## src/hw/rtl/htli_pkg.sv

```systemverilog
// ----------------------------------------------------------------------------
// htli_pkg
// Shared constants, codes and interface structs of the table interpolator.
// ----------------------------------------------------------------------------
`default_nettype none

package htli_pkg;

  localparam int MAX_ROWS    = 256;
  localparam int MAX_COLS    = 8;
  localparam int ROW_W       = $clog2(MAX_ROWS);
  localparam int COL_W       = $clog2(MAX_COLS);
  localparam int ADDR_W      = ROW_W + COL_W;
  localparam int TABLE_DEPTH = MAX_ROWS * MAX_COLS;
  localparam int RCNT_W      = ROW_W + 1;
  localparam int CCNT_W      = COL_W + 1;
  localparam int DATA_W      = 32;
  localparam int CFG_W       = 9;
  localparam int CFG_IDX_W   = 1;

  // divider: dividend up to |dy|*|dv| < 2^65, remainder below |dx| <= 2^32
  localparam int MAG_W  = DATA_W + 1;
  localparam int DIV_W  = 2 * DATA_W + 1;
  localparam int REM_W  = DATA_W + 2;
  localparam int QKEEP  = 34;
  localparam int STEP_W = $clog2(DIV_W + 1);

  typedef enum logic [1:0] {
    OP_WRITE    = 2'd0,
    OP_EVAL     = 2'd1,
    OP_EVAL_ALL = 2'd2,
    OP_INVERSE  = 2'd3
  } op_t;

  localparam logic [CFG_IDX_W-1:0] CFG_ROW_COUNT = 1'b0;
  localparam logic [CFG_IDX_W-1:0] CFG_COL_COUNT = 1'b1;

  typedef struct packed {
    logic                     start;
    logic signed [DATA_W-1:0] query;
    logic signed [DATA_W-1:0] key_lo;
    logic signed [DATA_W-1:0] key_hi;
    logic signed [DATA_W-1:0] dest_lo;
    logic signed [DATA_W-1:0] dest_hi;
  } arith_req_t;

  typedef struct packed {
    logic                     done;
    logic signed [DATA_W-1:0] value;
    logic signed [DATA_W-1:0] slope;
    logic                     zero_width;
  } arith_rsp_t;

endpackage

`default_nettype wire

```

## src/hw/rtl/htli_arith.sv

```systemverilog
// ----------------------------------------------------------------------------
// htli_arith
// Segment arithmetic: slope = dy*2^16/dx and value = lo + dy*dv/dx, through a
// split multiplier and a radix-2 restoring divider, with both results saturated.
// ----------------------------------------------------------------------------
`default_nettype none

module htli_arith (
  input  wire logic                 clk,
  input  wire logic                 rst,
  input  wire htli_pkg::arith_req_t req,
  output htli_pkg::arith_rsp_t      rsp
);

  localparam int DW = htli_pkg::DATA_W;
  localparam int MW = htli_pkg::MAG_W;
  localparam int VW = htli_pkg::DIV_W;
  localparam int RW = htli_pkg::REM_W;
  localparam int HALF = MW / 2;

  typedef enum logic [2:0] {
    A_IDLE, A_SLOPE, A_MUL0, A_MUL1, A_VAL, A_DONE
  } astate_t;

  astate_t state;

  logic signed [MW-1:0] dx_c, dy_c, dv_c;
  logic [MW-1:0]        mdx, mdy, mdv;
  logic                 neg_slope, neg_val;
  logic signed [DW-1:0] dest_lo;
  logic [VW-1:0]        dvd, quo, prod;
  logic [RW-1:0]        rem;
  logic [htli_pkg::STEP_W-1:0] cnt;

  logic [RW-1:0]        rem_sh, rem_nx;
  logic                 ge;
  logic [VW-1:0]        quo_nx, pp0, pp1;
  logic signed [DW+3:0] sum;
  logic [DW-1:0]        slope_sat, value_sat;

  logic signed [DW-1:0] value_r, slope_r;
  logic                 zero_r;

  function automatic logic [MW-1:0] mag(input logic signed [MW-1:0] x);
    mag = x[MW-1] ? MW'(-x) : MW'(x);
  endfunction

  assign dx_c = $signed({req.key_hi[DW-1], req.key_hi}) -
                $signed({req.key_lo[DW-1], req.key_lo});
  assign dy_c = $signed({req.dest_hi[DW-1], req.dest_hi}) -
                $signed({req.dest_lo[DW-1], req.dest_lo});
  assign dv_c = $signed({req.query[DW-1], req.query}) -
                $signed({req.key_lo[DW-1], req.key_lo});

  assign rem_sh = {rem[RW-2:0], dvd[VW-1]};
  assign ge     = rem_sh >= {1'b0, mdx};
  assign rem_nx = ge ? (rem_sh - {1'b0, mdx}) : rem_sh;
  assign quo_nx = {quo[VW-2:0], ge};

  // 33x17 and 33x16 partial products
  assign pp0 = VW'(mdy) * VW'(mdv[HALF:0]);
  assign pp1 = VW'(mdy) * VW'(mdv[MW-1:HALF+1]);

  always_comb begin
    if (neg_slope) begin
      slope_sat = (quo_nx > VW'(65'h80000000)) ? 32'h8000_0000 : DW'(~quo_nx + 1'b1);
    end else begin
      slope_sat = (quo_nx > VW'(65'h7FFFFFFF)) ? 32'h7FFF_FFFF : quo_nx[DW-1:0];
    end
  end

  always_comb begin
    sum = $signed({{4{dest_lo[DW-1]}}, dest_lo}) +
          (neg_val ? -$signed({2'b00, quo_nx[htli_pkg::QKEEP-1:0]})
                   :  $signed({2'b00, quo_nx[htli_pkg::QKEEP-1:0]}));
    if (sum > $signed(36'sh0_7FFF_FFFF)) begin
      value_sat = 32'h7FFF_FFFF;
    end else if (sum < $signed(-36'sh0_8000_0000)) begin
      value_sat = 32'h8000_0000;
    end else begin
      value_sat = sum[DW-1:0];
    end
  end

  always_ff @(posedge clk) begin
    if (rst) begin
      state <= A_IDLE;
    end else begin
      case (state)
        A_IDLE: begin
          if (req.start) begin
            mdx       <= mag(dx_c);
            mdy       <= mag(dy_c);
            mdv       <= mag(dv_c);
            neg_slope <= dy_c[MW-1] ^ dx_c[MW-1];
            neg_val   <= dy_c[MW-1] ^ dv_c[MW-1] ^ dx_c[MW-1];
            dest_lo   <= req.dest_lo;
            if (dx_c == '0) begin
              value_r <= req.dest_lo;
              slope_r <= '0;
              zero_r  <= 1'b1;
              state   <= A_DONE;
            end else begin
              zero_r <= 1'b0;
              dvd    <= VW'({mag(dy_c), 16'h0000});
              rem    <= '0;
              quo    <= '0;
              cnt    <= '0;
              state  <= A_SLOPE;
            end
          end
        end
        A_SLOPE: begin
          rem <= rem_nx;
          quo <= quo_nx;
          dvd <= {dvd[VW-2:0], 1'b0};
          cnt <= cnt + 1'b1;
          if (cnt == htli_pkg::STEP_W'(VW - 1)) begin
            slope_r <= slope_sat;
            state   <= A_MUL0;
          end
        end
        A_MUL0: begin
          prod  <= pp0;
          state <= A_MUL1;
        end
        A_MUL1: begin
          dvd   <= prod + {pp1[VW-HALF-2:0], (HALF+1)'(0)};
          rem   <= '0;
          quo   <= '0;
          cnt   <= '0;
          state <= A_VAL;
        end
        A_VAL: begin
          rem <= rem_nx;
          quo <= quo_nx;
          dvd <= {dvd[VW-2:0], 1'b0};
          cnt <= cnt + 1'b1;
          if (cnt == htli_pkg::STEP_W'(VW - 1)) begin
            value_r <= value_sat;
            state   <= A_DONE;
          end
        end
        A_DONE: begin
          state <= A_IDLE;
        end
        default: begin
          state <= A_IDLE;
        end
      endcase
    end
  end

  assign rsp.done       = (state == A_DONE);
  assign rsp.value      = value_r;
  assign rsp.slope      = slope_r;
  assign rsp.zero_width = zero_r;

endmodule

`default_nettype wire

```

## config.mk

```make
export PLATFORM = sky130hd
export DESIGN_NAME = htli_arith
export DESIGN_NICKNAME = d
export VERILOG_FILES = /design/src/hw/rtl/htli_pkg.sv /design/src/hw/rtl/htli_arith.sv
export SDC_FILE = /design/constraint.sdc
export NUM_CORES = 2
export LEC_CHECK = 0
export BUFFER_PORTS_ARGS = -buffer_cell sky130_fd_sc_hd__buf_2
export CAP_MARGIN = 25
export CORE_ASPECT_RATIO = 1.1
export CORE_MARGIN = 10
export CORE_UTILIZATION = 40
export DETAILED_ROUTE_END_ITERATION = 7
export PLACE_DENSITY = 0.67
export REMOVE_ABC_BUFFERS = 1
export SLEW_MARGIN = 0
export SYNTH_ARGS = -nofsm -noshare
export SYNTH_HDL_FRONTEND = slang
export SYNTH_SLANG_ARGS = --single-unit
```

## constraint.sdc

```tcl
create_clock -name clk -period 15.73 [get_ports clk]
set_clock_uncertainty 0.2 [all_clocks]
set_input_delay 3.9325 -clock clk [delete_from_list [all_inputs] [get_ports clk]]
set_output_delay 3.9325 -clock clk [all_outputs]
set_load 0.01 [all_outputs]
```

* After elaboration in Yosys (flattened, before gate mapping)
Cells that the tools add are included.
** Cells by class
- Shift-type cells :: 0
- Reductions and logical operators :: 12
- $lt $le $gt $ge :: 5
- Add/sub/neg operators :: 12
- Equality and inequality tests :: 11
- Bitwise logic cells :: 5
- Div/mod/pow operators :: 0
- Multipliers :: 2
- Muxes and demuxes :: 36
** Operators with widths (count)
- 32-bit 2-to-1 mux :: 13
- 65-bit case mux with 3 select lines :: 1
- 64-bit case mux with 3 select lines :: 1
- 33-bit 2-to-1 mux :: 4
- 65-bit 2-to-1 mux :: 2
- 64-bit 2-to-1 mux :: 2
- 32-bit case mux with 2 select lines :: 2
- 33-bit negator :: 3
- 33-bit case mux with 3 select lines :: 1
- 32-bit by 32-bit subtractor with 33-bit output :: 3
- 50-bit by 65-bit adder with 65-bit output :: 1
- 65-bit by 31-bit greater-than comparator with 1-bit output (second input constant) :: 1
- 65-bit by 32-bit greater-than comparator with 1-bit output (second input constant) :: 1
- 33-bit by 17-bit multiplier with 50-bit output :: 1
- 33-bit by 16-bit multiplier with 48-bit output :: 1
- 32-bit by 36-bit adder with 36-bit output :: 1
- 36-bit by 32-bit greater-than comparator with 1-bit output (second input constant) :: 1
- 36-bit by 32-bit less-than comparator with 1-bit output (second input constant) :: 1
- 36-bit 2-to-1 mux :: 1
- 34-bit negator with 36-bit output :: 1
- 34-bit by 33-bit >= comparator with 1-bit output :: 1
- 33-bit logical NOT :: 1
- 33-bit subtractor :: 1
- 32-bit by 1-bit adder with 32-bit output (second input constant) :: 1
- other kinds (22) :: 37
** Storage, ports and cells
- Register bits :: 420
- Bits in latches :: 0
- Word-level logic and storage cells :: 100
- Output and inout port bits :: 66
- Memories :: 0
- RAM bits :: 0
- Input bits :: 163
- Bits in read-only memories :: 0

* Depth between registers and ports, before layout
- Word-level depth :: 9
- Mapped depth :: 36
- Depth with buffers taken out :: 35

* Worst setup path before layout
Ideal clock, no wire load.
- Kind :: input to register
- Start :: in req[64] in the netlist's numbering
- End :: reg cnt[0] in the netlist's numbering (enable)
- Data arrival time :: 14.171 ns
- Setup slack :: 0.659 ns
- Path buffers :: 1
- Setup time :: 0.700 ns
- Stages on the path :: 20
- Cells stage by stage :: inv_1 ha_1 inv_1 fa_1 a211oi_1 o21ai_0 a21oi_1 nor3_1 nor2_1 nand2_1 a311oi_1 nand2b_1 a31o_2 clkinv_1 clkbuf_1 ha_1 inv_1 a21o_1 a21oi_1 nor2_1
** On the way
- Longest elaborated chain between the ends :: 4
** Ends and longest elaborated chain
- start: declaration :: RTL line htli_arith.sv:11 : input wire htli_pkg::arith_req_t req,
- 32-bit by 32-bit subtractor with 33-bit output :: RTL line htli_arith.sv:48 : assign dx_c = $signed({req.key_hi[DW-1], req.key_hi}) -
- 33-bit logical NOT :: RTL line htli_arith.sv:98 : if (dx_c == '0) begin
- 2-bit != test (no source line)
- 4-bit AND reduction (no source line)
- end signal: assignment :: RTL line htli_arith.sv:117 : cnt <= cnt + 1'b1;
- end signal: assignment :: RTL line htli_arith.sv:138 : cnt <= cnt + 1'b1;
- end: declaration :: RTL line htli_arith.sv:33 : logic [htli_pkg::STEP_W-1:0] cnt;
No other way between the ends.
A chain may end at the register's enable or synchronous reset.

* Worst setup path after layout
- Start :: reg rem[1]
- End :: reg value_r[5] (data pin)
** On the way
- Longest elaborated chain between the ends :: 9
** Ends and longest elaborated chain
- start: declaration :: RTL line htli_arith.sv:32 : logic [RW-1:0] rem;
- start signal: assignment :: RTL line htli_arith.sv:114 : rem <= rem_nx;
- start signal: assignment :: RTL line htli_arith.sv:135 : rem <= rem_nx;
- 34-bit by 33-bit >= comparator with 1-bit output * :: RTL line htli_arith.sv:56 : assign ge = rem_sh >= {1'b0, mdx};
- 34-bit negator with 36-bit output :: RTL line htli_arith.sv:74 : (neg_val ? -$signed({2'b00, quo_nx[htli_pkg::QKEEP-1:0]})
- 36-bit 2-to-1 mux * :: RTL line htli_arith.sv:74
- 32-bit by 36-bit adder with 36-bit output * :: RTL line htli_arith.sv:73 : sum = $signed({{4{dest_lo[DW-1]}}, dest_lo}) +
- 36-bit by 32-bit less-than comparator with 1-bit output :: RTL line htli_arith.sv:78 : end else if (sum < $signed(-36'sh0_8000_0000)) begin
- 32-bit 2-to-1 mux :: RTL line htli_arith.sv:78
- 32-bit 2-to-1 mux * :: RTL line htli_arith.sv:76 : if (sum > $signed(36'sh0_7FFF_FFFF)) begin
- 32-bit 2-to-1 mux * :: RTL line htli_arith.sv:139 : if (cnt == htli_pkg::STEP_W'(VW - 1)) begin
- 32-bit case mux with 2 select lines * :: RTL line htli_arith.sv:89 : case (state)
- end signal: assignment :: RTL line htli_arith.sv:99 : value_r <= req.dest_lo;
- end signal: assignment :: RTL line htli_arith.sv:140 : value_r <= value_sat;
- end: declaration :: RTL line htli_arith.sv:41 : logic signed [DW-1:0] value_r, slope_r;
Mark *: on every way between the ends. The rest lies on a longest branch, timed or not. The select of a mux whose other input is x is not followed.

==> impl_metrics.yaml <==
cts:
  cts_tree: "yes"
  post-cts-setup-buffers: 0
  root_buffer: "clkbuf_16"
  ctsHtreeMaxLevel: 2
  cts_num_sinks: 420
  cts_resized: 0
  holdBufCountCts: 0
  clk_latency_ns: 0.66
  cts_buffers: 52
  cts.clk_slew.worst_paths_ns: 0.06
  cts_buffer_depth: 3
setup_path:
  start_kind: "register"
  critPathMaxStageDelay_ns: 0.64
  crit_path_top_delay_cell: "o21ai_1"
  r2r-start: "rem[1]$_SDFFCE_PP0P_"
  worstPathRequired_ns: 15.92
  rr_worst_depth: 33
  critical_path_arrival_ns: 10.75
  crit_type: "register to register"
  cp-end-kind: "register"
  path_common_cell: "o21ai_0"
  rr_endpoint: "value_r[5]$_DFFE_PP_"
  worst-path-max-fanout: 45
  r2r_slack_ns: 5.17
status:
  status: "finished, final reports clean"
job:
  maxCapViolCount: 0
hold_path:
  hold_class: "register to register"
  min_path_cells: 2
  hold_start: "dvd[53]$_DFFE_PP_"
  hold_end: "dvd[54]$_DFFE_PP_"
timing:
  fin_tns_setup_ns: 0
  grt_setup_unrepaired: "no"
  hold_viol_final: 0
  layout_min_cycle_time_ns: 10.56
  tightest_slew_ns: 1.134
  slew_viol_final: 0
  setup_viol: 0
  maxSlewHeadroom_pct: 24.23
  period_share_pct: 67.12
  fmax_mhz: 94.71
cells_and_area:
  multi_input_area_sq_mm: 0.04613
  drive_above_1_share_pct: 6.611
  area_growth_pct: 7.929
  area.sequential_sq_mm: 0.01258
  finalNetCount: 8684
  fillers: 15460
  final_common_cell: "inv_1"
  final_cell_mix: "inv_1 (1136), nand2_1 (1048), fa_1 (901), ha_1 (448), and2_1 (419)"
detailed_routing:
  drt_iter0_drc: 3679
  detail_route.first_pass.iterations: 6
  ant_nets: 0
  avgRoutedWirePerCell_um: 20.01
  vias_per_cell: 5.531
  vias: 51560
  drt-total-wl_um: 186500
  drcViolationCount: 0
floorplanning:
  dieArea_sq_mm: 0.1769
  die_h_um: 440.2
  start_util_pct: 40.14
  ioPinCount: 229
  core.rowCount: 154
  die_w_um: 402.0
  fp.coreArea_sq_mm: 0.1599
global_routing:
  grt_antenna_before_repair: 13
  overflow: 0
  grt_pass1_vias: 53000
  grt_pass1_wl_um: 296100
  grt_max_degree: 84
  track_usage_pct: 20.76
logic_synthesis:
  synth-edff-count: 417
  avgSynthCellArea_sq_um: 8.993
  synth_seq_cells: 420
  synthCells: 7138
  syn_area_sq_mm: 0.06420
  synthFlopType: "edfxtp_1"
  async_reset_ff_share_pct: 0
  yosys_warnings: 0
  synth_seq_area_share_pct: 19.60
  synthDistinctLibCells: 92
placement:
  hpwl_um: 145700
  port_buffers: 228
  place.gp.congestion: 0.9487
-- Yosys cell counts (77+ instances only) --
master | n | area (sq um)
xnor2_1 | 245 | 2146
nor3_1 | 97 | 485.5
edfxtp_1 | 417 | 12520
xor2_1 | 108 | 945.9
and2_1 | 419 | 2621
nand2_1 | 1049 | 3938
ha_1 | 448 | 5605
nor2_1 | 240 | 900.9
a21oi_1 | 345 | 1727
nand3_1 | 77 | 385.4
clkbuf_1 | 327 | 1227
inv_1 | 1136 | 4264
o21ai_0 | 255 | 1276
a21o_1 | 162 | 1216
fa_1 | 901 | 18040
-- state kept, by name, indices dropped and copies added, names as in the netlist --
| register | count |
|---|---|
| mdv | 33 |
| dvd | 65 |
| cnt | 7 |
| neg_val | 1 |
| mdy | 33 |
| state | 3 |
| prod | 50 |
| mdx | 33 |
| rem | 33 |
| value_r | 32 |
| dest_lo | 32 |
| slope_r | 32 |
| neg_slope | 1 |
| zero_r | 1 |
| quo | 64 |
-- worst max-delay path by stage --
stage | start | to | slack (ns) | cells past startpoint
after detailed placement | req[64] | quo[59]$_SDFFCE_PP0P_ | 4.94 | 21
after global routing | rem[1]$_SDFFCE_PP0P_ | value_r[23]$_DFFE_PP_ | 4.42 | 32
final | rem[1]$_SDFFCE_PP0P_ | value_r[5]$_DFFE_PP_ | 5.17 | 33
after global placement | req[64] | quo[62]$_SDFFCE_PP0P_ | 5.08 | 21
after floorplan | req[64] | cnt[0]$_SDFFCE_PP0P_ | 0.56 | 19
after CTS | rem[1]$_SDFFCE_PP0P_ | value_r[26]$_DFFE_PP_ | 5.43 | 33
-- routing by layer --
layer  global-route usage (%)  share of wire, %  vias up
met4                    8.301               4.5       16
met1                    26.23                41    26120
li1                         -                 -    23380
met2                    35.68                48     1676
met5                        0             0.058        -
met3                    2.975               5.9      377
-- worst max-delay path: cells and delay by family (launching register included) --
family,cells,cell delay [ns]
AO/OA/AOI/OAI,17,4.70
AND/OR/NAND/NOR,9,2.91
adder cells (fa/ha/maj),3,0.96
buffers and inverters,3,0.89
flip-flops,1,0.39
multiplexers,1,0.26
-- per-stage QoR --
stage / util [%] / std cells / worst slack, ns / hold slack, ns / area [sq um]
detailed placement: 42.18 / 9221 / 4.940 / 0.3122 / 67460
floorplan: - / 6795 / 0.5618 / 0.2963 / 62880
global route: 43.32 / 9323 / 4.420 / 0.3461 / 69290
global placement: 42.17 / 9219 / 5.079 / 0.3086 / 67430
finish: 43.32 / 9323 / 5.171 / 0.3275 / 69290
CTS: 43.28 / 9318 / 5.431 / 0.3270 / 69210
-- final cells by class --
type | count | area share, %
Tap cell | 2106 | 3.803
Clock buffer | 58 | 1.911
Inverter | 1138 | 6.165
Clock inverter | 39 | 0.6266
Timing Repair Buffer | 323 | 2.749
Multi-Input combinational cell | 5237 | 66.58
Antenna cell | 2 | 0.007223
Sequential cell | 420 | 18.16
-- cell families (layout without fill, tap and decap cells) --
| kind of cell | after synthesis | in the layout | share of synthesized area [%] |
|---|---|---|---|
| adders and majority gates | 1349 | 1349 | 36.83 |
| other | 0 | 2 | 0 |
| AOI/OAI and AO/OA | 1273 | 1273 | 12.92 |
| and+or+nand+nor | 2245 | 2245 | 16.86 |
| buffers and inverters | 1481 | 1558 | 8.703 |
| muxes | 17 | 17 | 0.2729 |
| xor gates and xnor gates | 353 | 353 | 4.816 |
| DFF | 420 | 420 | 19.60 |
Power is not shown: default switching activity piles up to over one toggle a cycle in this logic, so the estimate is an artifact.
